**config.mk**
```make
export PLATFORM = sky130hd
export DESIGN_NAME = nested_comment_stripper_flat
export DESIGN_NICKNAME = d
export VERILOG_FILES = /design/src/rtl/nsc_pkg.sv /design/src/rtl/nsc_in_if.sv /design/src/rtl/nsc_out_if.sv /design/src/rtl/nsc_res_queue.sv /design/src/rtl/nested_comment_stripper.sv /design/src/flat_wrapper.sv
export SDC_FILE = /design/constraint.sdc
export NUM_CORES = 1
export LEC_CHECK = 0
export BUFFER_PORTS_ARGS = -buffer_cell sky130_fd_sc_hd__buf_2
export CAP_MARGIN = 20
export CORE_MARGIN = 5
export CORE_UTILIZATION = 40
export DETAILED_ROUTE_END_ITERATION = 12
export PLACE_DENSITY = 0.61
export SYNTH_ARGS = -nofsm -noshare
export SYNTH_HDL_FRONTEND = slang
export SYNTH_HIERARCHICAL = 1
export SYNTH_SLANG_ARGS = --single-unit
export TNS_END_PERCENT = 1
```
**constraint.sdc**
```tcl
create_clock -name clk -period 5.25 [get_ports clk]
set_clock_uncertainty 0.15 [all_clocks]
set_input_delay 0.2625 -clock clk [delete_from_list [all_inputs] [get_ports clk]]
set_output_delay 0.2625 -clock clk [all_outputs]
set_load 0.02 [all_outputs]
```
**src/rtl/nsc_pkg.sv**
```systemverilog
// nested comment stripper: shared constants, codes and payload types
// no dependencies; used by the interfaces, the result queue and the top level
package nsc_pkg;

  localparam int MAX_DEPTH   = 255;
  localparam int MAX_RUN     = 4096;
  localparam int BYTE_W      = 8;
  localparam int DEPTH_W     = $clog2(MAX_DEPTH + 1);
  localparam int RUN_W       = $clog2(MAX_RUN + 1);
  localparam int KIND_W      = 2;
  localparam int QUEUE_DEPTH = 4;
  localparam int IDX_W       = $clog2(QUEUE_DEPTH);
  localparam int CNT_W       = $clog2(QUEUE_DEPTH + 1);

  localparam logic [BYTE_W-1:0] CH_OPEN  = 8'h28;
  localparam logic [BYTE_W-1:0] CH_STAR  = 8'h2A;
  localparam logic [BYTE_W-1:0] CH_CLOSE = 8'h29;

  typedef enum logic [KIND_W-1:0] {
    KIND_CHAR   = 2'd0,
    KIND_SPACES = 2'd1,
    KIND_EOL    = 2'd2
  } kind_t;

  typedef enum logic [1:0] {
    HELD_NONE = 2'd0,
    HELD_OPEN = 2'd1,
    HELD_STAR = 2'd2
  } held_t;

  typedef struct packed {
    kind_t             kind;
    logic [BYTE_W-1:0] out_byte;
    logic [RUN_W-1:0]  space_count;
    logic              last;
  } result_t;

  // up to two results written into the queue for one input transfer
  typedef struct packed {
    logic [1:0] num;
    result_t    first;
    result_t    second;
  } push_t;

  function automatic logic [RUN_W-1:0] run_add(input logic [RUN_W-1:0] run,
                                               input logic [1:0] k);
    logic [RUN_W:0] s;
    s = {1'b0, run} + (RUN_W + 1)'(k);
    return (s >= (RUN_W + 1)'(MAX_RUN)) ? RUN_W'(MAX_RUN) : s[RUN_W-1:0];
  endfunction

endpackage

```
**src/rtl/nsc_in_if.sv**
```systemverilog
// input channel: one source byte or end-of-line marker per transfer
// depends on nsc_pkg
interface nsc_in_if;
  import nsc_pkg::*;

  logic              valid;
  logic              ready;
  logic [BYTE_W-1:0] text_byte;
  logic              line_end;
  logic              clear_depth;

  modport source (output valid, text_byte, line_end, clear_depth, input ready);
  modport sink (input valid, text_byte, line_end, clear_depth, output ready);
endinterface

```
**src/rtl/nsc_out_if.sv**
```systemverilog
// result channel: character, run of spaces or end of line per transfer
// depends on nsc_pkg
interface nsc_out_if;
  import nsc_pkg::*;

  logic              valid;
  logic              ready;
  logic [KIND_W-1:0] kind;
  logic [BYTE_W-1:0] out_byte;
  logic [RUN_W-1:0]  space_count;
  logic              last;

  modport source (output valid, kind, out_byte, space_count, last, input ready);
  modport sink (input valid, kind, out_byte, space_count, last, output ready);
endinterface

```
**src/rtl/nsc_res_queue.sv**
```systemverilog
// result queue: takes up to two results a cycle, hands out one a cycle
// depends on nsc_pkg; head entry drives the result channel directly
module nsc_res_queue (
  input  logic                      clk,
  input  logic                      rst_n,
  input  logic                      push_en,
  input  nsc_pkg::push_t            push,
  input  logic                      pop,
  output nsc_pkg::result_t          head,
  output logic                      head_valid,
  output logic [nsc_pkg::CNT_W-1:0] count
);
  import nsc_pkg::*;

  result_t            q_r   [QUEUE_DEPTH];
  result_t            q_nxt [QUEUE_DEPTH];
  logic [CNT_W-1:0]   cnt_r;
  logic [CNT_W-1:0]   cnt_nxt;
  logic [CNT_W-1:0]   base;
  logic [1:0]         num;

  assign head       = q_r[0];
  assign head_valid = (cnt_r != '0);
  assign count      = cnt_r;

  always_comb begin
    num  = push_en ? push.num : 2'd0;
    base = cnt_r - CNT_W'(pop);
    for (int i = 0; i < QUEUE_DEPTH - 1; i++) begin
      if (pop) begin
        q_nxt[i] = q_r[i+1];
      end else begin
        q_nxt[i] = q_r[i];
      end
    end
    q_nxt[QUEUE_DEPTH-1] = q_r[QUEUE_DEPTH-1];
    if (num != 2'd0) begin
      q_nxt[base[IDX_W-1:0]] = push.first;
    end
    if (num == 2'd2) begin
      q_nxt[base[IDX_W-1:0] + IDX_W'(1)] = push.second;
    end
    cnt_nxt = base + CNT_W'(num);
  end

  always_ff @(posedge clk) begin
    if (!rst_n) begin
      cnt_r <= '0;
    end else begin
      cnt_r <= cnt_nxt;
    end
  end

  always_ff @(posedge clk) begin
    for (int i = 0; i < QUEUE_DEPTH; i++) begin
      q_r[i] <= q_nxt[i];
    end
  end

endmodule

```
**src/rtl/nested_comment_stripper.sv**
```systemverilog
// nested comment stripper, top level: removes nested (* ... *) comments
// results are registered in the result queue on their input transfer and offered from its head
// throughput: one input item per cycle while ready is high; an item with two results needs two
//   output transfers, absorbed by the four-entry result queue (ready drops at three held)
// reset (rst_n low, synchronous): depth, held byte, comment run and queue cleared
// depends on nsc_pkg, nsc_in_if, nsc_out_if, nsc_res_queue
module nested_comment_stripper (
  input logic      clk,
  input logic      rst_n,
  nsc_in_if.sink   in_ch,
  nsc_out_if.source out_ch
);
  import nsc_pkg::*;

  logic [DEPTH_W-1:0] depth_r, depth_nxt;
  held_t              held_r, held_nxt;
  logic [RUN_W-1:0]   run_r, run_nxt;

  logic               in_fire;
  logic [CNT_W-1:0]   q_count;
  result_t            head;
  logic               head_valid;
  push_t              push;
  result_t            res [2];

  logic [DEPTH_W-1:0] d;
  logic [RUN_W-1:0]   run;
  logic [RUN_W-1:0]   run_base;
  held_t              h;
  logic [BYTE_W-1:0]  c;
  logic [1:0]         k;
  logic [1:0]         n;
  logic               do_take;
  logic               run_zero;

  assign in_ch.ready = (q_count <= CNT_W'(QUEUE_DEPTH - 2));
  assign in_fire     = in_ch.valid && in_ch.ready;

  always_comb begin
    d         = in_ch.clear_depth ? '0 : depth_r;
    run       = in_ch.clear_depth ? '0 : run_r;
    h         = in_ch.clear_depth ? HELD_NONE : held_r;
    c         = in_ch.text_byte;
    k         = 2'd0;
    n         = 2'd0;
    do_take   = 1'b0;
    run_zero  = 1'b0;
    run_base  = run;
    depth_nxt = d;
    held_nxt  = HELD_NONE;
    res[0]    = '{kind: KIND_CHAR, out_byte: '0, space_count: '0, last: 1'b0};
    res[1]    = res[0];

    if (in_ch.line_end) begin
      if (d == '0 && h == HELD_OPEN) begin
        res[n[0]].out_byte = CH_OPEN;
        n = n + 2'd1;
      end else if (d == '0 && h == HELD_STAR) begin
        res[n[0]].out_byte = CH_STAR;
        n = n + 2'd1;
      end
      run_zero = 1'b1;
      res[n[0]].kind = KIND_EOL;
      n = n + 2'd1;
    end else begin
      case (h)
        HELD_OPEN: begin
          if (c == CH_STAR) begin
            if (d == '0) run_base = '0;
            k = 2'd2;
            if (d < DEPTH_W'(MAX_DEPTH)) depth_nxt = d + DEPTH_W'(1);
          end else begin
            if (d == '0) begin
              res[n[0]].out_byte = CH_OPEN;
              n = n + 2'd1;
            end else begin
              k = 2'd1;
            end
            do_take = 1'b1;
          end
        end
        HELD_STAR: begin
          if (d == '0) begin
            res[n[0]].out_byte = CH_STAR;
            n = n + 2'd1;
            do_take = 1'b1;
          end else if (c == CH_CLOSE) begin
            k = 2'd2;
            depth_nxt = d - DEPTH_W'(1);
            if (d == DEPTH_W'(1)) begin
              res[n[0]].kind        = KIND_SPACES;
              res[n[0]].space_count = run_add(run, 2'd2);
              n = n + 2'd1;
              run_zero = 1'b1;
            end
          end else begin
            k = 2'd1;
            do_take = 1'b1;
          end
        end
        default: begin
          do_take = 1'b1;
        end
      endcase

      if (do_take) begin
        if (c == CH_OPEN) begin
          held_nxt = HELD_OPEN;
        end else if (d == '0) begin
          res[n[0]].out_byte = c;
          n = n + 2'd1;
        end else if (c == CH_STAR) begin
          held_nxt = HELD_STAR;
        end else begin
          k = k + 2'd1;
        end
      end
    end

    run_nxt = run_zero ? '0 : run_add(run_base, k);

    if (n == 2'd1) res[0].last = 1'b1;
    if (n == 2'd2) res[1].last = 1'b1;

    push.num    = n;
    push.first  = res[0];
    push.second = res[1];
  end

  always_ff @(posedge clk) begin
    if (!rst_n) begin
      depth_r <= '0;
      held_r  <= HELD_NONE;
      run_r   <= '0;
    end else if (in_fire) begin
      depth_r <= depth_nxt;
      held_r  <= held_nxt;
      run_r   <= run_nxt;
    end
  end

  nsc_res_queue u_queue (
    .clk        (clk),
    .rst_n      (rst_n),
    .push_en    (in_fire),
    .push       (push),
    .pop        (out_ch.valid && out_ch.ready),
    .head       (head),
    .head_valid (head_valid),
    .count      (q_count)
  );

  assign out_ch.valid       = head_valid;
  assign out_ch.kind        = head.kind;
  assign out_ch.out_byte    = head.out_byte;
  assign out_ch.space_count = head.space_count;
  assign out_ch.last        = head.last;

  a_queue_bound: assert property (@(posedge clk) disable iff (!rst_n)
    q_count <= CNT_W'(QUEUE_DEPTH))
    else $error("result queue over capacity");

  a_depth_bound: assert property (@(posedge clk) disable iff (!rst_n)
    depth_r <= DEPTH_W'(MAX_DEPTH))
    else $error("nesting depth beyond limit");

  a_eol_result: assert property (@(posedge clk) disable iff (!rst_n)
    in_fire && in_ch.line_end && !(out_ch.valid && out_ch.ready) |=> q_count > $past(q_count))
    else $error("end of line transfer left no result");

  a_run_nonzero: assert property (@(posedge clk) disable iff (!rst_n)
    out_ch.valid && out_ch.kind == KIND_SPACES |-> out_ch.space_count >= RUN_W'(2))
    else $error("space run shorter than a closing bracket pair");

  a_eol_clears: assert property (@(posedge clk) disable iff (!rst_n)
    in_fire && in_ch.line_end |=> run_r == '0 && held_r == HELD_NONE)
    else $error("line end did not clear run or held byte");

endmodule

```
**src/flat_wrapper.sv**
```systemverilog
// flat-port wrapper written by rule: the top's interface ports become plain ports
module nested_comment_stripper_flat import nsc_pkg::*;
  (clk, rst_n, in_ch_valid, in_ch_text_byte, in_ch_line_end, in_ch_clear_depth, in_ch_ready, out_ch_valid, out_ch_kind, out_ch_out_byte, out_ch_space_count, out_ch_last, out_ch_ready);
  nsc_in_if in_ch_i ();
  nsc_out_if out_ch_i ();
  input logic clk;
  input logic rst_n;
  input wire logic [$bits(in_ch_i.valid)-1:0] in_ch_valid;
  input wire logic [$bits(in_ch_i.text_byte)-1:0] in_ch_text_byte;
  input wire logic [$bits(in_ch_i.line_end)-1:0] in_ch_line_end;
  input wire logic [$bits(in_ch_i.clear_depth)-1:0] in_ch_clear_depth;
  output wire logic [$bits(in_ch_i.ready)-1:0] in_ch_ready;
  output wire logic [$bits(out_ch_i.valid)-1:0] out_ch_valid;
  output wire logic [$bits(out_ch_i.kind)-1:0] out_ch_kind;
  output wire logic [$bits(out_ch_i.out_byte)-1:0] out_ch_out_byte;
  output wire logic [$bits(out_ch_i.space_count)-1:0] out_ch_space_count;
  output wire logic [$bits(out_ch_i.last)-1:0] out_ch_last;
  input wire logic [$bits(out_ch_i.ready)-1:0] out_ch_ready;
  assign in_ch_i.valid = in_ch_valid;
  assign in_ch_i.text_byte = in_ch_text_byte;
  assign in_ch_i.line_end = in_ch_line_end;
  assign in_ch_i.clear_depth = in_ch_clear_depth;
  assign in_ch_ready = in_ch_i.ready;
  assign out_ch_valid = out_ch_i.valid;
  assign out_ch_kind = out_ch_i.kind;
  assign out_ch_out_byte = out_ch_i.out_byte;
  assign out_ch_space_count = out_ch_i.space_count;
  assign out_ch_last = out_ch_i.last;
  assign out_ch_i.ready = out_ch_ready;
  nested_comment_stripper u_core (.clk(clk), .rst_n(rst_n), .in_ch(in_ch_i), .out_ch(out_ch_i));
endmodule
```
## After elaboration in Yosys (flattened, before gate mapping)

Memory sizes are Yosys's and may differ from the RTL's.
Cells that the tools add are included.

| operators by class | value |
|---|---|
| $lt $le $gt $ge | 12 |
| reduce and logical (&&, ||, !) cells | 11 |
| mux-type cells | 96 |
| $add $sub $neg | 10 |
| bitwise logic cells | 4 |
| eq/ne operators | 9 |

Operators with widths:

| cell | count |
|---|---|
| bitwise mux 96 bit | 2 |
| two-way mux 48 bit | 4 |
| two-way mux 96 bit | 2 |
| two-way mux 13 bit | 13 |
| two-way mux 24 bit | 6 |
| bitwise mux 48 bit | 2 |
| demux 24 bit (select 2 bit) | 2 |
| two-way mux 8 bit | 10 |
| two-way mux 2 bit | 28 |
| demux 24 bit (select 1 bit) | 2 |
| one-hot mux 8 bit (2 select lines) | 2 |
| >= comparator 14 x 13 -> 1 bit (second input constant) | 2 |
| == test 8 x 6 -> 1 bit (second input constant) | 3 |
| two-way mux 22 bit | 1 |
| two-way mux 6 bit | 3 |
| two-way mux 1 bit | 16 |
| adder 13 x 2 -> 14 bit | 1 |
| adder 13 x 2 -> 14 bit (second input constant) | 1 |
| adder 2 x 1 -> 2 bit (second input constant) | 4 |
| adder 8 x 1 -> 8 bit (second input constant) | 1 |
| == test 8 x 1 -> 1 bit (second input constant) | 1 |
| logical AND 1 bit | 8 |
| logical NOT 8 bit | 1 |
| less-than comparator 8 bit (second input constant) | 1 |
| other kinds (16) | 26 |

| storage, ports and cells | value |
|---|---|
| output and inout bits | 26 |
| memories | 1 |
| bits of input ports | 14 |
| logic and storage cells | 147 |
| memory bits (writable) | 96 |
| flip-flop bits (word level) | 26 |

Memory list:

| name | words | bits a word | rd ports | clocked after memory_dff | wr ports | RTL line | source |
|---|---|---|---|---|---|---|---|
| u_core.u_queue.q_r | 4 | 24 | 4 | 0 | 4 | nsc_res_queue.sv:15 | `result_t q_r [QUEUE_DEPTH];` |

## Longest topological paths before layout

Gate-level depths: netlist of the first run.

| logic depth | value |
|---|---|
| depth in word-level cells | 22 |
| mapped depth | 20 |

## Modules after synthesis

The synthesis of the first run kept the hierarchy.

Modules (own cells, without submodules):

| module | instances | cells an instance | area each (µm²) |
|---|---|---|---|
| nsc_res_queue | 1 | 597 | 5378.9 |
| nested_comment_stripper | 1 | 385 | 2730.1 |

## Worst setup path after synthesis of the first run

Ideal clock, no wire load.

| timing path | value |
|---|---|
| path kind | input-to-reg |
| start point | in in_ch_clear_depth |
| end point | reg u_core.run_r[4] |
| buffers on the path | 2 |
| data required time | 5031 ps |
| setup time | 69 ps |
| arrival time | 4720 ps |
| stages | 18 |
| path slack | 311 ps |
| path through | buf_6 > inv_1 > clkbuf_1 > nand2_1 > ha_1 > o211ai_4 > nand4_4 > o31a_1 > a2111o_1 > a211oi_2 > ha_1 > fa_1 > nand4_1 > nor4_1 > mux2_2 > or3_1 > or3_1 > o21ai_1 |

| on the way | value |
|---|---|
| longest elaborated chain between the ends | 16 |
| elaborated cells on any way between the ends | 34 |

RTL lines:

| what | RTL line | source |
|---|---|---|
| start: declaration | flat_wrapper.sv:11 | `input wire logic [$bits(in_ch_i.clear_depth)-1:0] in_ch_clear_depth;` |
| two-way mux 8 bit | nested_comment_stripper.sv:40 | `d = in_ch.clear_depth ? '0 : depth_r;` |
| logical NOT 8 bit | n/a |  |
| two-way mux 1 bit | nested_comment_stripper.sv:73 | `if (d == '0) begin` |
| two-way mux 2 bit | nested_comment_stripper.sv:68 | `if (c == CH_STAR) begin` |
| one-hot mux 2 bit (2 select lines) | nested_comment_stripper.sv:66 | `case (h)` |
| two-way mux 2 bit | nested_comment_stripper.sv:54 | `if (in_ch.line_end) begin` |
| adder 2 x 1 -> 2 bit | nested_comment_stripper.sv:115 | `k = k + 2'd1;` |
| two-way mux 2 bit | nested_comment_stripper.sv:112 | `end else if (c == CH_STAR) begin` |
| two-way mux 2 bit | nested_comment_stripper.sv:109 | `end else if (d == '0) begin` |
| two-way mux 2 bit | nested_comment_stripper.sv:107 | `if (c == CH_OPEN) begin` |
| two-way mux 2 bit | nested_comment_stripper.sv:106 | `if (do_take) begin` |
| two-way mux 2 bit | nested_comment_stripper.sv:54 |  |
| adder 13 x 2 -> 14 bit | nsc_pkg.sv:48 | `s = {1'b0, run} + (RUN_W + 1)'(k);` |
| >= comparator 14 x 13 -> 1 bit | nsc_pkg.sv:49 | `return (s >= (RUN_W + 1)'(MAX_RUN)) ? RUN_W'(MAX_RUN) : s[RUN_W-1:0];` |
| two-way mux 13 bit | nsc_pkg.sv:49 |  |
| two-way mux 13 bit * | nested_comment_stripper.sv:120 | `run_nxt = run_zero ? '0 : run_add(run_base, k);` |
| end signal: assignment | nested_comment_stripper.sv:138 | `run_r <= run_nxt;` |
| end: declaration | nested_comment_stripper.sv:17 | `logic [RUN_W-1:0] run_r, run_nxt;` |

Mark *: on every way between the ends. The rest lies on a longest branch, timed or not. The select of a mux whose other input is x is not followed.
A chain may end at the register's enable or synchronous reset.

## Final worst setup path of the first run

| timing path | value |
|---|---|
| start point | reg u_core.depth_r[1] |
| end point | reg u_core.run_r[4] |

| on the way | value |
|---|---|
| longest elaborated chain between the ends | 16 |
| elaborated cells on any way between the ends | 30 |

RTL lines:

| what | RTL line | source |
|---|---|---|
| start: declaration | nested_comment_stripper.sv:15 | `logic [DEPTH_W-1:0] depth_r, depth_nxt;` |
| start signal: assignment | nested_comment_stripper.sv:136 | `depth_r <= depth_nxt;` |
| two-way mux 8 bit * | nested_comment_stripper.sv:40 |  |
| logical NOT 8 bit | n/a |  |
| two-way mux 1 bit | nested_comment_stripper.sv:73 |  |
| two-way mux 2 bit | nested_comment_stripper.sv:68 |  |
| one-hot mux 2 bit (2 select lines) | nested_comment_stripper.sv:66 |  |
| two-way mux 2 bit | nested_comment_stripper.sv:54 |  |
| adder 2 x 1 -> 2 bit | nested_comment_stripper.sv:115 |  |
| two-way mux 2 bit | nested_comment_stripper.sv:112 |  |
| two-way mux 2 bit | nested_comment_stripper.sv:109 |  |
| two-way mux 2 bit | nested_comment_stripper.sv:107 |  |
| two-way mux 2 bit | nested_comment_stripper.sv:106 |  |
| two-way mux 2 bit | nested_comment_stripper.sv:54 |  |
| adder 13 x 2 -> 14 bit | nsc_pkg.sv:48 |  |
| >= comparator 14 x 13 -> 1 bit | nsc_pkg.sv:49 |  |
| two-way mux 13 bit | nsc_pkg.sv:49 |  |
| two-way mux 13 bit * | nested_comment_stripper.sv:120 |  |

Marked as above.

==> results.txt, run 1 <==
The flow ran to the end, and the final reports show no timing, DRC or antenna violations. At the end of routability-driven placement, the weighted congestion stood at 0.904. The smallest clock period supported by the final layout is computed as 4860 ps. The top achievable clock speed is 206 MHz. The total grt overflow came out at 0. The worst relative slew slack is 29.0%. The detailed router placed 8068 vias in this run. The final cycle utilization of the critical path is 92.5%. The sum of internal, switching and leakage power is 4.75 mW.

The tightest min-delay check is of the in2reg type. TritonCTS built the clock tree. The portion of the post-synthesis area used by sequential elements is 30.1%.

The half-perimeter wire length after placement came out at 16.1 mm. The maximum number of pins on one net before global-route repair is 83. The root buffer cell chosen for the clock tree is clkbuf_16. The required arrival time at the worst endpoint is 5450 ps. After clock tree synthesis, the setup repair step added 0 buffers. The max-cap violation count is 0. The combinational family with the most area after synthesis is compound AO/OA/AOI/OAI gates. Among all flip-flop cells after synthesis, the most frequent one is dfxtp_1. The critical path capture point type is a register. dfxtp_1 takes more of the synthesized area than any other cell.

In this run the static leakage power is 3.19 nW. The die footprint came out at 23200 um^2. The path type of the worst setup path is reg2reg. The total clock sinks is 122. The async set or reset register ratio after synthesis is 0%. The initial core utilization is 40.3%. The clock latency at the later pin of the worst-skew pair is 420 ps. The total I/O pin count came out at 40. The first-pass GRT wire length came out at 42.4 mm. The detail-routed net length per standard cell is 20.0 um. The via count of the first global-routing pass is 7681. The fraction of final layout cells sized beyond drive strength 1 came out at 12.6%. The die width came out at 152 um.

The met3 usage is 3.75%. The worst setup path startpoint is u_core/depth_r[1]. Buffers inserted to repair hold after CTS numbered 0. The final non-filler cell total is 1309.

The routing usage on met1 came out at 30.1%. The number of buffers added by the clock tree synthesis step is 17. The number of placement rows came out at 52. The initial antenna violation count is 0. The critical path arrival came out at 5060 ps.

After detailed routing, the total wire length is 26.2 mm. The summed negative setup slack over all endpoints came out at 0 ps. The number of enable flip-flop cells after synthesis came out at 0.

Counting every instance in the synthesized netlist gives 982. The worst min-delay path startpoint is rst_n. The register clock-pin slew on the reported worst setup and hold paths is 60 ps.

The area share of xor/xnor cells in the synthesized design is 1.40%. The actual transition at the worst max-transition pin is 1060 ps. The layer flagged by global routing as most heavily used is met2. The number of library cell types mapped by synthesis is 76.

The detailed-router iteration count before antenna repair came out at 6. The synthesized area per cell is 8.26 um^2. The antenna diode count came out at 0. The synthesized netlist occupies a cell area of 8110 um^2.

The warning count from the yosys run came out at 6. The number of gates resized after CTS was 0. The final routed DRC violation total came out at 0. The count of state elements after synthesis is 122. The net count of the finished layout is 1055.

The initial DRC count came out at 685. The number of hold-slack violations in the final timing report is 0. The cell count of the worst reg-to-reg path is 15.

The placeable core region came out at 20100 um^2. The share of synthesized cell area in full adder, half adder and majority cells came out at 2.50%. Of the total synthesized cell area, the portion taken by AND, OR, NAND and NOR gates is 22.5%.

Power spread over the standard cell area amounts to 515 nW/um^2. The number of vias per cell after detailed routing came out at 6.16. The worst vdd rail ir drop came out at 0.308 mV. Global routing used 22.0% of the available tracks.

Setup violations remaining at the end of the flow were counted as 0. The multiplexer share of the synthesized area is 0.895%. The max-slew violation count is 0. The compound-cell area share of the yosys netlist is 35.3%.

The area share of the largest cell type after synthesis came out at 30.1%. Along the worst path, the maximum fanout reaches 7. Compared with the post-synthesis result, the final layout area differs by 13.7%.

The die span in y is 152 um. The type of origin of the critical path is a register. The number of cells on the worst hold path came out at 3.

Yosys attributes the largest share of cell area to dfxtp_1 30%, o2bb2ai_1 7.8%, nor2b_1 6.7%. The antenna violation net count after detailed routing is 0. The longest clock path from root to sink contains 2 buffers. The global routing usage on met2 came out at 35.3%. The launch point of the worst reg-to-reg path is u_core/depth_r[1]. The placed instance count is 1277. Buffers placed on the I/O ports in this run total 39. Setup repair after global routing left no endpoint under its margin. The H-tree level count is 4.
[cell usage in the layout, fill, tap and decap left out, types with 5 or more instances in the layout]
cell / count
dfxtp_1: 122
nor2b_1: 85
o2bb2ai_1: 72
conb_1: 56
a221oi_1: 49
o32ai_1: 49
o21ai_0: 48
nor2_1: 40
buf_2: 39
nand2_1: 36
nand3_1: 36
nor3_1: 33
buf_4: 33
a31oi_1: 29
a211oi_1: 28
a21oi_1: 27
o22ai_1: 24
inv_1: 20
and2_1: 18
clkbuf_16: 17
nand4_1: 13
nor4_1: 13
ha_1: 13
xnor2_1: 10
and3_1: 8
or3_1: 7
nand2b_1: 6
clkinv_2: 5
mux2i_1: 5
[metrics by stage]
| stage | hold WS, ps | util, % | cell area (um^2) | setup WS (ps) |
|---|---|---|---|---|
| floorplan | 234 | - | 8320 | 311 |
| global placement | 314 | 43.1 | 8660 | 393 |
| detailed placement | 328 | 43.1 | 8660 | 285 |
| CTS | 60.8 | 45.9 | 9220 | 422 |
| global route | 92.2 | 45.9 | 9220 | 122 |
| finish | 69.8 | 45.9 | 9220 | 393 |
[layout make-up]
cell class	instances	area, um^2
sequential	122	2440
timing repair buffer	74	483
fill	2007	10900
clock inverter	14	123
tap	270	338
clock buffer	18	439
inverter	22	82.6
multi-input combinational	789	5320
[critical path, cell delays in order (launching register included)]
cell and delay (ps):
dfxtp_1 460, nand2_1 120, ha_1 330, o211ai_4 130, nand4_4 180, o31a_1 360
a2111o_1 440, a211oi_2 240, ha_1 210, fa_1 240, nand4_1 200, nor4_1 410
mux2_2 440, or3_1 420, or3_1 370, o21ai_1 80
[worst paths after layout]
kind                                          end  slack [ps]
worst max register to register    u_core/run_r[4]         390
worst min-delay path            u_core/depth_r[0]          70
worst max-delay path              u_core/run_r[4]         390
worst min register to register    u_core/run_r[0]         350
[flip-flops by register name (all words and copies together), names as in the netlist]
| name | cells |
|---|---|
| u_core/u_queue/q_r | 96 |
| u_core/depth_r | 8 |
| u_core/u_queue/count | 3 |
| u_core/run_r | 13 |
| u_core/held_r | 2 |
[cell families after synthesis]
kind of cell / Yosys count
buffers and inverters: 126
AO/OA/AOI/OAI: 375
flip-flops: 122
other: 1
XOR/XNOR: 13
multiplexers: 7
adder cells (fa/ha/maj): 15
AND/OR/NAND/NOR: 323
[synthesized netlist by cell type, drive strengths merged, types with 29 or more instances]
| cell | count |
|---|---|
| nand3 | 36 |
| nor3 | 34 |
| o21ai | 53 |
| dfxtp | 122 |
| clkbuf | 42 |
| a211oi | 29 |
| o2bb2ai | 72 |
| a221oi | 49 |
| nor2b | 87 |
| buf | 62 |
| a31oi | 29 |
| nand2 | 36 |
| nor2 | 43 |
| o32ai | 49 |
[layer usage]
layer,vias to the layer above,share of wire (%),wire (um)
li1,3860,-,-
met1,3866,45,11800
met2,304,47,12300
met3,38,6.3,1640
met4,0,1.6,422
met5,-,0,0
[power by group]
group	internal (mW)	total (mW)	switching, mW
registers	1.25	1.41	0.162
clock network	0.664	1.13	0.464
logic	0.807	2.21	1.40
Power figures use the tool's default switching activity.
==> run 2, diff against run 1 <==
CORE_MARGIN = default   (was 5)
SYNTH_HIERARCHICAL = default   (was 1)
==> run 2 against run 1 <==
Net effect:
- routed wire length is 32% lower
- final cell count decreased by 18%
- power down 14%
- sequential share of layout area up 3.7 points
- via count fell by 24%
- critical path depth rose by 3
- sequential power about the same
- first-iteration DRC count is 10% lower
- combinational power shrank 33%
- fmax is 4.1% higher
- critical endpoint is now u_core.run_r[11]
- largest power group unchanged
- highest routed layer unchanged
==> results.txt, run 2 <==
The worst setup slack after layout came out at 584 ps. Counting flops per register, the top entry is u_core.u_queue.q_r. The flip-flop count of the largest register, all copies and words added is 96. TritonCTS built the clock tree. The total clock sinks came out at 122.

The via count of the first global-routing pass is 5758. The most used flip-flop cell after synthesis is dfxtp_1. Yosys attributes the largest share of cell area to dfxtp_1 35%, mux2i_1 13%, nor2_1 5.0%.

The total of endpoints with negative setup slack in the final report is 0. The number of gates resized after CTS was 0. The largest area contributor in the netlist is dfxtp_1.

The critical path crosses 18 cells after its start point. The half-perimeter wire length after placement came out at 12.3 mm. In this run the worst setup path terminates at u_core.run_r[11]. The number of standard cells after synthesis came out at 814. The net switching fraction of the power is 36.1%.

The min-delay analysis places its worst path in the category in2reg. Dividing the synthesized area by the synthesized cell count gives 8.66 um^2. 40 I/O pins were placed. The placeable core region came out at 17200 um^2. After filler insertion, the fill cell instance count of the layout stands at 1660.

The initial antenna violation count came out at 0. In the post-synthesis netlist, the cell with the most instances is dfxtp_1. Of the total power, the clock network draws 29.4%. The antenna diode count is 0. After detailed routing, the average wire length per cell comes to 16.6 um. Of the cells placed in the final design, the portion with a size suffix greater than 1 is 15.3%. The number of buffers and inverters on the critical path is 2.

The buffer levels on the longest clock path is 2. The first-pass GRT wire length is 29.5 mm. The number of placement rows is 48. The global routing usage summed across all routing layers is 20.6%. The total net switching power came out at 1.46 mW. The critical path in this run is classified as reg2reg.

The largest registers in the layout are u_core.u_queue.q_r (96), u_core.run_r (13), u_core.depth_r (8). The number of enable flip-flop cells after synthesis came out at 0. The power per cell area is 503 nW/um^2. In this run the worst path has a maximum fanout of 12. The post-synthesis net count is 843.

The max-slew violation count is 0. The register clock-pin slew on the reported worst setup and hold paths is 60 ps. The pre-CTS setup slack is 448 ps. Clock tree synthesis selected as its root buffer the cell clkbuf_16. The number of hold-slack violations in the final timing report is 0.

The most frequent cell on the critical path is ha_1. By count the netlist is led by 122 x dfxtp_1, 95 x mux2i_1, 93 x nor2_1. The analysis attributes to cell leakage a power of 3.07 nW. The worst relative slew slack came out at 44.5%.

The top achievable clock speed came out at 214 MHz. The hold-fix buffer count after cts came out at 2. Setup repair after global routing left no endpoint under its margin.

After detailed routing, the number of vias per cell comes to 5.68. The total number of vias is 6112. The initial core utilization came out at 40.9%. The sequential share of power came out at 34.3%. Leaving out fill and tap cells, the most frequent cell in the layout is dfxtp_1. The actual transition at the worst max-transition pin came out at 826 ps. The tool flagged a number of max-cap violations equal to 0. The detailed-router iteration count before antenna repair is 5. The maximum number of pins on one net before global-route repair is 45. The antenna violation net count after detailed routing is 0. The worst setup path is launched from a register. The largest individual stage delay along the critical path comes from the cell nor4_1. The final cycle utilization of the critical path is 88.9%.

The die footprint came out at 18100 um^2. The H-tree level count came out at 4. The number of buffers added by the clock tree synthesis step is 17. The internal power component is 2.60 mW.

The critical path capture point type is a register. For the worst-skew pair, the clock arrives at the later sink with an insertion delay of 420 ps. At the end of routability-driven placement, the weighted congestion stood at 0.859.

Measured along the x axis, the die boundary spans 135 um. In the routed design, unresolved DRC markers number 0. The summed instance area of the synthesized netlist is 7050 um^2. After clock tree synthesis, the setup repair step added 0 buffers.

Leaving out fill and tap cells, the most frequent cells in the layout are 122 x dfxtp_1, 95 x mux2i_1, 93 x nor2_1. The sum of internal, switching and leakage power came out at 4.06 mW. In this run the worst setup path begins at u_core.depth_r[0].

The signal on the critical path passes through nor2b_1, inv_1, ha_1, o211ai_2, inv_2, a2bb2oi_1, nand2_1, xor2_1, nor3_1, ha_1, fa_1, nand3_1, nor4_1, xnor2_1, nand4_1, o21ba_2, o21ai_0, o41ai_1. The worst register-to-register path begins at u_core.depth_r[0]. The layout overhead on the synthesized area is 14.7%. The total grt overflow is 0. The port buffer count is 39. The die span in y came out at 135 um. The post-layout minimum cycle time came out at 4670 ps. Summed over its instances, the top area cell type makes up 34.7% of the synthesized netlist area. The worst vdd rail ir drop came out at 0.300 mV. The initial DRC count is 615. The number of library cell types mapped by synthesis came out at 78. The summed negative setup slack over all endpoints came out at 0 ps. The cell count of the worst reg-to-reg path is 18. For this block, the routed nets add up to 17.9 mm of wire.

The highest cell delay on the worst timing path is 640 ps. After synthesis, flip-flops and latches occupy 34.7% of the total area. The critical path arrival came out at 4830 ps.

Combinational cells account for 36.3% of the total power. The required arrival time at the worst endpoint came out at 5410 ps. The net count reported at finish is 867. The async set or reset register ratio after synthesis is 0%.

The run finished with clean final reports. The count of state elements after synthesis came out at 122. The reg-to-reg setup timing slack came out at 580 ps.

The cell class contributing the biggest share of worst-path delay is simple AND/OR/NAND/NOR gates. The endpoint of the lowest-slack register-to-register path is u_core.run_r[11]. The warning count from the yosys run came out at 0.
[run 2: cell count changes in the layout (fill, tap and decap cells not counted), sizes merged, moves of 42 or more]
cell and delta:
o2bb2ai -64, nor2 +50, nor2b -70, mux2i +90, o32ai -42, conb -56, a221oi -47
[run 2: worst register-to-register path, delay by kind of cell (launching register included)]
kind,cells,cell delay (ps)
adder cells (fa/ha/maj),3,750
XOR/XNOR,2,360
AO/OA/AOI/OAI,5,1020
flip-flops,1,340
AND/OR/NAND/NOR,6,1730
buffers and inverters,2,210
[run 2: power groups by stage]
| stage | Combinational (mW) | Sequential [mW] | Clock [mW] |
|---|---|---|---|
| after global placement | 1.44 | 1.41 | 0 |
| after CTS | 1.48 | 1.39 | 1.21 |
| after detailed placement | 1.47 | 1.41 | 0 |
| final | 1.48 | 1.39 | 1.19 |
| after global routing | 1.63 | 1.43 | 1.25 |
| after floorplan | 1.06 | 1.46 | 0 |
[run 2: metrics by stage]
stage,utilization [%],hold slack (ps),cell area [um^2],std cells
after floorplan,-,229,7050,814
after global placement,43.3,301,7460,1042
after detailed placement,43.3,302,7460,1042
after CTS,46.9,14.2,8080,1076
after global routing,46.9,21.4,8080,1076
final,46.9,4.22,8080,1076
[run 2: logic make-up (layout without fill, tap and decap cells)]
kind of cell / after synthesis / in the layout / share of synthesized area [%]
adder cells (fa/ha/maj): 15 / 15 / 2.88
flip-flops: 122 / 122 / 34.7
AND/OR/NAND/NOR: 269 / 269 / 19.0
multiplexers: 107 / 107 / 15.4
AO/OA/AOI/OAI: 195 / 195 / 20.6
XOR/XNOR: 18 / 18 / 2.24
buffers and inverters: 88 / 125 / 5.26
[run 2: final cells by class]
type / instances / area [um^2] / share of cell area [%]
clock inverter: 15 / 176 / 2.18
clock buffer: 17 / 425 / 5.26
tap: 225 / 282 / 3.48
inverter: 29 / 109 / 1.35
sequential: 122 / 2440 / 30.2
timing repair buffer: 64 / 400 / 4.96
multi-input combinational: 604 / 4250 / 52.5
[run 2: worst min path at each step]
| stage | startpoint | slack (ps) | to | cells after the start |
|---|---|---|---|---|
| CTS | in_ch_text_byte[0] | 10 | u_core.u_queue.q_r[2][14] | 2 |
| detailed placement | u_core.u_queue.q_r[3][23] | 300 | u_core.u_queue.q_r[3][23] | 1 |
| global placement | u_core.u_queue.q_r[3][23] | 300 | u_core.u_queue.q_r[3][23] | 1 |
| finish | in_ch_text_byte[0] | 4 | u_core.u_queue.q_r[2][14] | 2 |
| global route | in_ch_text_byte[0] | 20 | u_core.u_queue.q_r[2][14] | 2 |
| floorplan | in_ch_text_byte[0] | 230 | u_core.u_queue.q_r[2][14] | 1 |
[run 2: layer usage]
metal | wire length, um | vias to the layer above | part of all wire [%] | GRT usage [%]
met5 | 0 | - | 0 | 0
met4 | 256 | 0 | 1.4 | 6.74
met3 | 924 | 25 | 5.2 | 4.24
met2 | 7950 | 172 | 44 | 32.0
met1 | 8760 | 2859 | 49 | 28.3
li1 | - | 3056 | - | -
==> run 3, diff against run 2 <==
CORE_MARGIN = 2   (was default)
MAX_ROUTING_LAYER = met4   (was default)
==> run 3 against run 2 <==
Net effect:
- first-iteration DRC count decreased by 34%
- sequential power hardly changed
- global-route usage hardly changed
- hold slack improved by 19 ps
- largest cell class unchanged
==> results.txt, run 3 (synthesis gave the netlist of run 2 again) <==
The run finished with clean final reports. The worst vdd rail ir drop is 0.267 mV. For the worst-skew pair, the clock arrives at the later sink with an insertion delay of 420 ps. Measured against its own limit, the worst slew margin works out to 42.6%. For this design the static power due to leakage is 3.06 nW. The summed negative setup slack over all endpoints is 0 ps.

The die covers 18700 um^2. Of the cells placed in the final design, the portion with a size suffix greater than 1 is 15.1%. The filler cells instantiated in the layout total 1633. After detailed routing, the total wire length is 18.0 mm.

The worst setup path is captured at a register. The reg-to-reg setup timing slack is 750 ps. Setup repair after global routing left no endpoint under its margin. The die span in y is 137 um. Counting flops per register, the top entry is u_core.u_queue.q_r. The top achievable clock speed is 218 MHz.

The sum of internal, switching and leakage power is 4.08 mW. The antenna violation net count after detailed routing is 0. The setup path with the least slack is of type in2reg. The die width is 137 um. The termination of the worst setup path is u_core.run_r[11].

The signal on the critical path passes through dlygate4sd3_1, buf_2, and4bb_1, nand3_1, o21ai_0, a21oi_1, xor2_1, nor3_1, ha_1, fa_1, nand3_1, nor4_1, buf_4, xnor2_1, nand4_1, o21ba_2, o21ai_0, o41ai_1. The flip-flop count of the largest register, all copies and words added came out at 96. The detail-routed net length per standard cell came out at 16.7 um. The endpoint of the lowest-slack register-to-register path is u_core.run_r[11]. The buffer levels on the longest clock path is 2. The post-layout minimum cycle time came out at 4590 ps. The worst setup slack after layout came out at 661 ps. The layout overhead on the synthesized area came out at 14.5%. Global routing used 20.5% of the available tracks. The highest cell delay on the worst timing path came out at 630 ps. The number of buffers added by the clock tree synthesis step is 17. The H-tree was split into 4 levels. The startpoint identified for the worst register-to-register timing path is u_core.depth_r[0]. In the layout the commonest cells are 122 x dfxtp_1, 95 x mux2i_1, 93 x nor2_1. The biggest fanout along the worst timing path came out at 14. The via count of the first global-routing pass was 5860. The half-perimeter wire length after placement is 12.1 mm. The required arrival time at the worst endpoint is 5410 ps. TritonCTS built the clock tree. The floorplan has 48 rows. OpenSTA, run right after detailed placement, puts the worst setup slack at 579 ps. The antenna diode count came out at 0. The final non-filler cell area came out at 8070 um^2. The number of hold-slack violations in the final timing report is 0. The placeable core region is 17200 um^2.

In the final design database the tool counted 865 nets. The detailed-router iteration count before antenna repair came out at 5. The initial core utilization came out at 40.9%. The total clock sinks came out at 122. The max-slew violation count is 0. The area of the multi-input gates is 4250 um^2.

The final estimated routing congestion in global placement came out at 0.853. The first-pass GRT wire length is 29.8 mm. The final routed DRC violation total is 0.

The type of origin of the critical path is a primary input. The worst hold path begins at in_ch_text_byte[7]. The max-cap violation count is 0.

The register clock-pin slew on the reported worst setup and hold paths is 60 ps. The final cycle utilization of the critical path is 87.4%. The largest registers in the layout are u_core.u_queue.q_r (96), u_core.run_r (13), u_core.depth_r (8). In this run the worst setup path begins at in_ch_text_byte[4]. The area occupied by registers came out at 2440 um^2. The worst hold path belongs to the class in2reg. Dividing total power by cell area gives a power density of 505 nW/um^2. The total of endpoints with negative setup slack in the final report came out at 0.

The clock root buffer master is clkbuf_16. The post-detailed-placement cell area came out at 7430 um^2. The port buffer count came out at 39. The initial antenna violation count came out at 0.

The cell count of the worst reg-to-reg path is 19. The commonest non-fill, non-tap cell in the layout is dfxtp_1. The critical path arrival came out at 4750 ps. The initial DRC count is 404.

The slowest stage cell on the critical path is and4bb_1. 40 I/O pins were placed. The total number of vias came out at 6132.

The total grt overflow came out at 0. The maximum number of pins on one net before global-route repair is 51. In the routed layout, each cell is associated on average with a via count of 5.71. The actual transition at the worst max-transition pin is 854 ps.
-- run 3: how the worst min path moves through the flow --
stage,endpoint,slack (ps),cells past startpoint
floorplan,u_core.u_queue.q_r[2][14],230,1
detailed placement,u_core.u_queue.q_r[3][23],310,1
finish,u_core.u_queue.q_r[2][21],20,2
global placement,u_core.u_queue.q_r[3][14],300,1
CTS,u_core.u_queue.q_r[2][14],9,2
global route,u_core.u_queue.q_r[2][21],20,2
-- run 3: layout make-up --
type	count	share of cell area, %
multi-input combinational	604	52.6
timing repair buffer	62	4.62
sequential	122	30.3
clock inverter	15	2.37
tap	225	3.49
inverter	29	1.35
clock buffer	17	5.27
-- run 3: repair_timing --
item | 4_1_cts | 5_1_grt
hold buffers | 2 | 0
gates resized for setup | 0 | 0
setup buffers | 0 | 0
hold endpoints to repair | 4 | 0
-- run 3: stage by stage --
| step | hold slack, ps | utilization [%] | instances |
|---|---|---|---|
| finish | 22.8 | 46.8 | 1074 |
| global placement | 300 | 43.1 | 1040 |
| detailed placement | 306 | 43.1 | 1040 |
| floorplan | 229 | - | 814 |
| CTS | 8.78 | 46.8 | 1074 |
| global route | 24.1 | 46.8 | 1074 |
-- run 3: metal layers --
metal	track usage, %	vias up	wire (um)
li1	-	3049	-
met1	28.3	2936	9160
met2	30.4	128	7940
met3	3.52	19	608
met4	6.54	0	249
met5	-	-	0
-- run 3: critical path, delay by kind of cell --
kind / cells / cell delay, ps
AND/OR/NAND/NOR: 6 / 2060
XOR/XNOR: 2 / 260
AO/OA/AOI/OAI: 5 / 880
adder cells (fa/ha/maj): 2 / 420
buffers and inverters: 3 / 870
-- run 3: power breakdown --
group | switching [mW] | total (mW) | internal (mW)
registers | 0.166 | 1.40 | 1.23
clock network | 0.473 | 1.23 | 0.757
logic | 0.820 | 1.45 | 0.632
total | 1.46 | 4.08 | 2.62
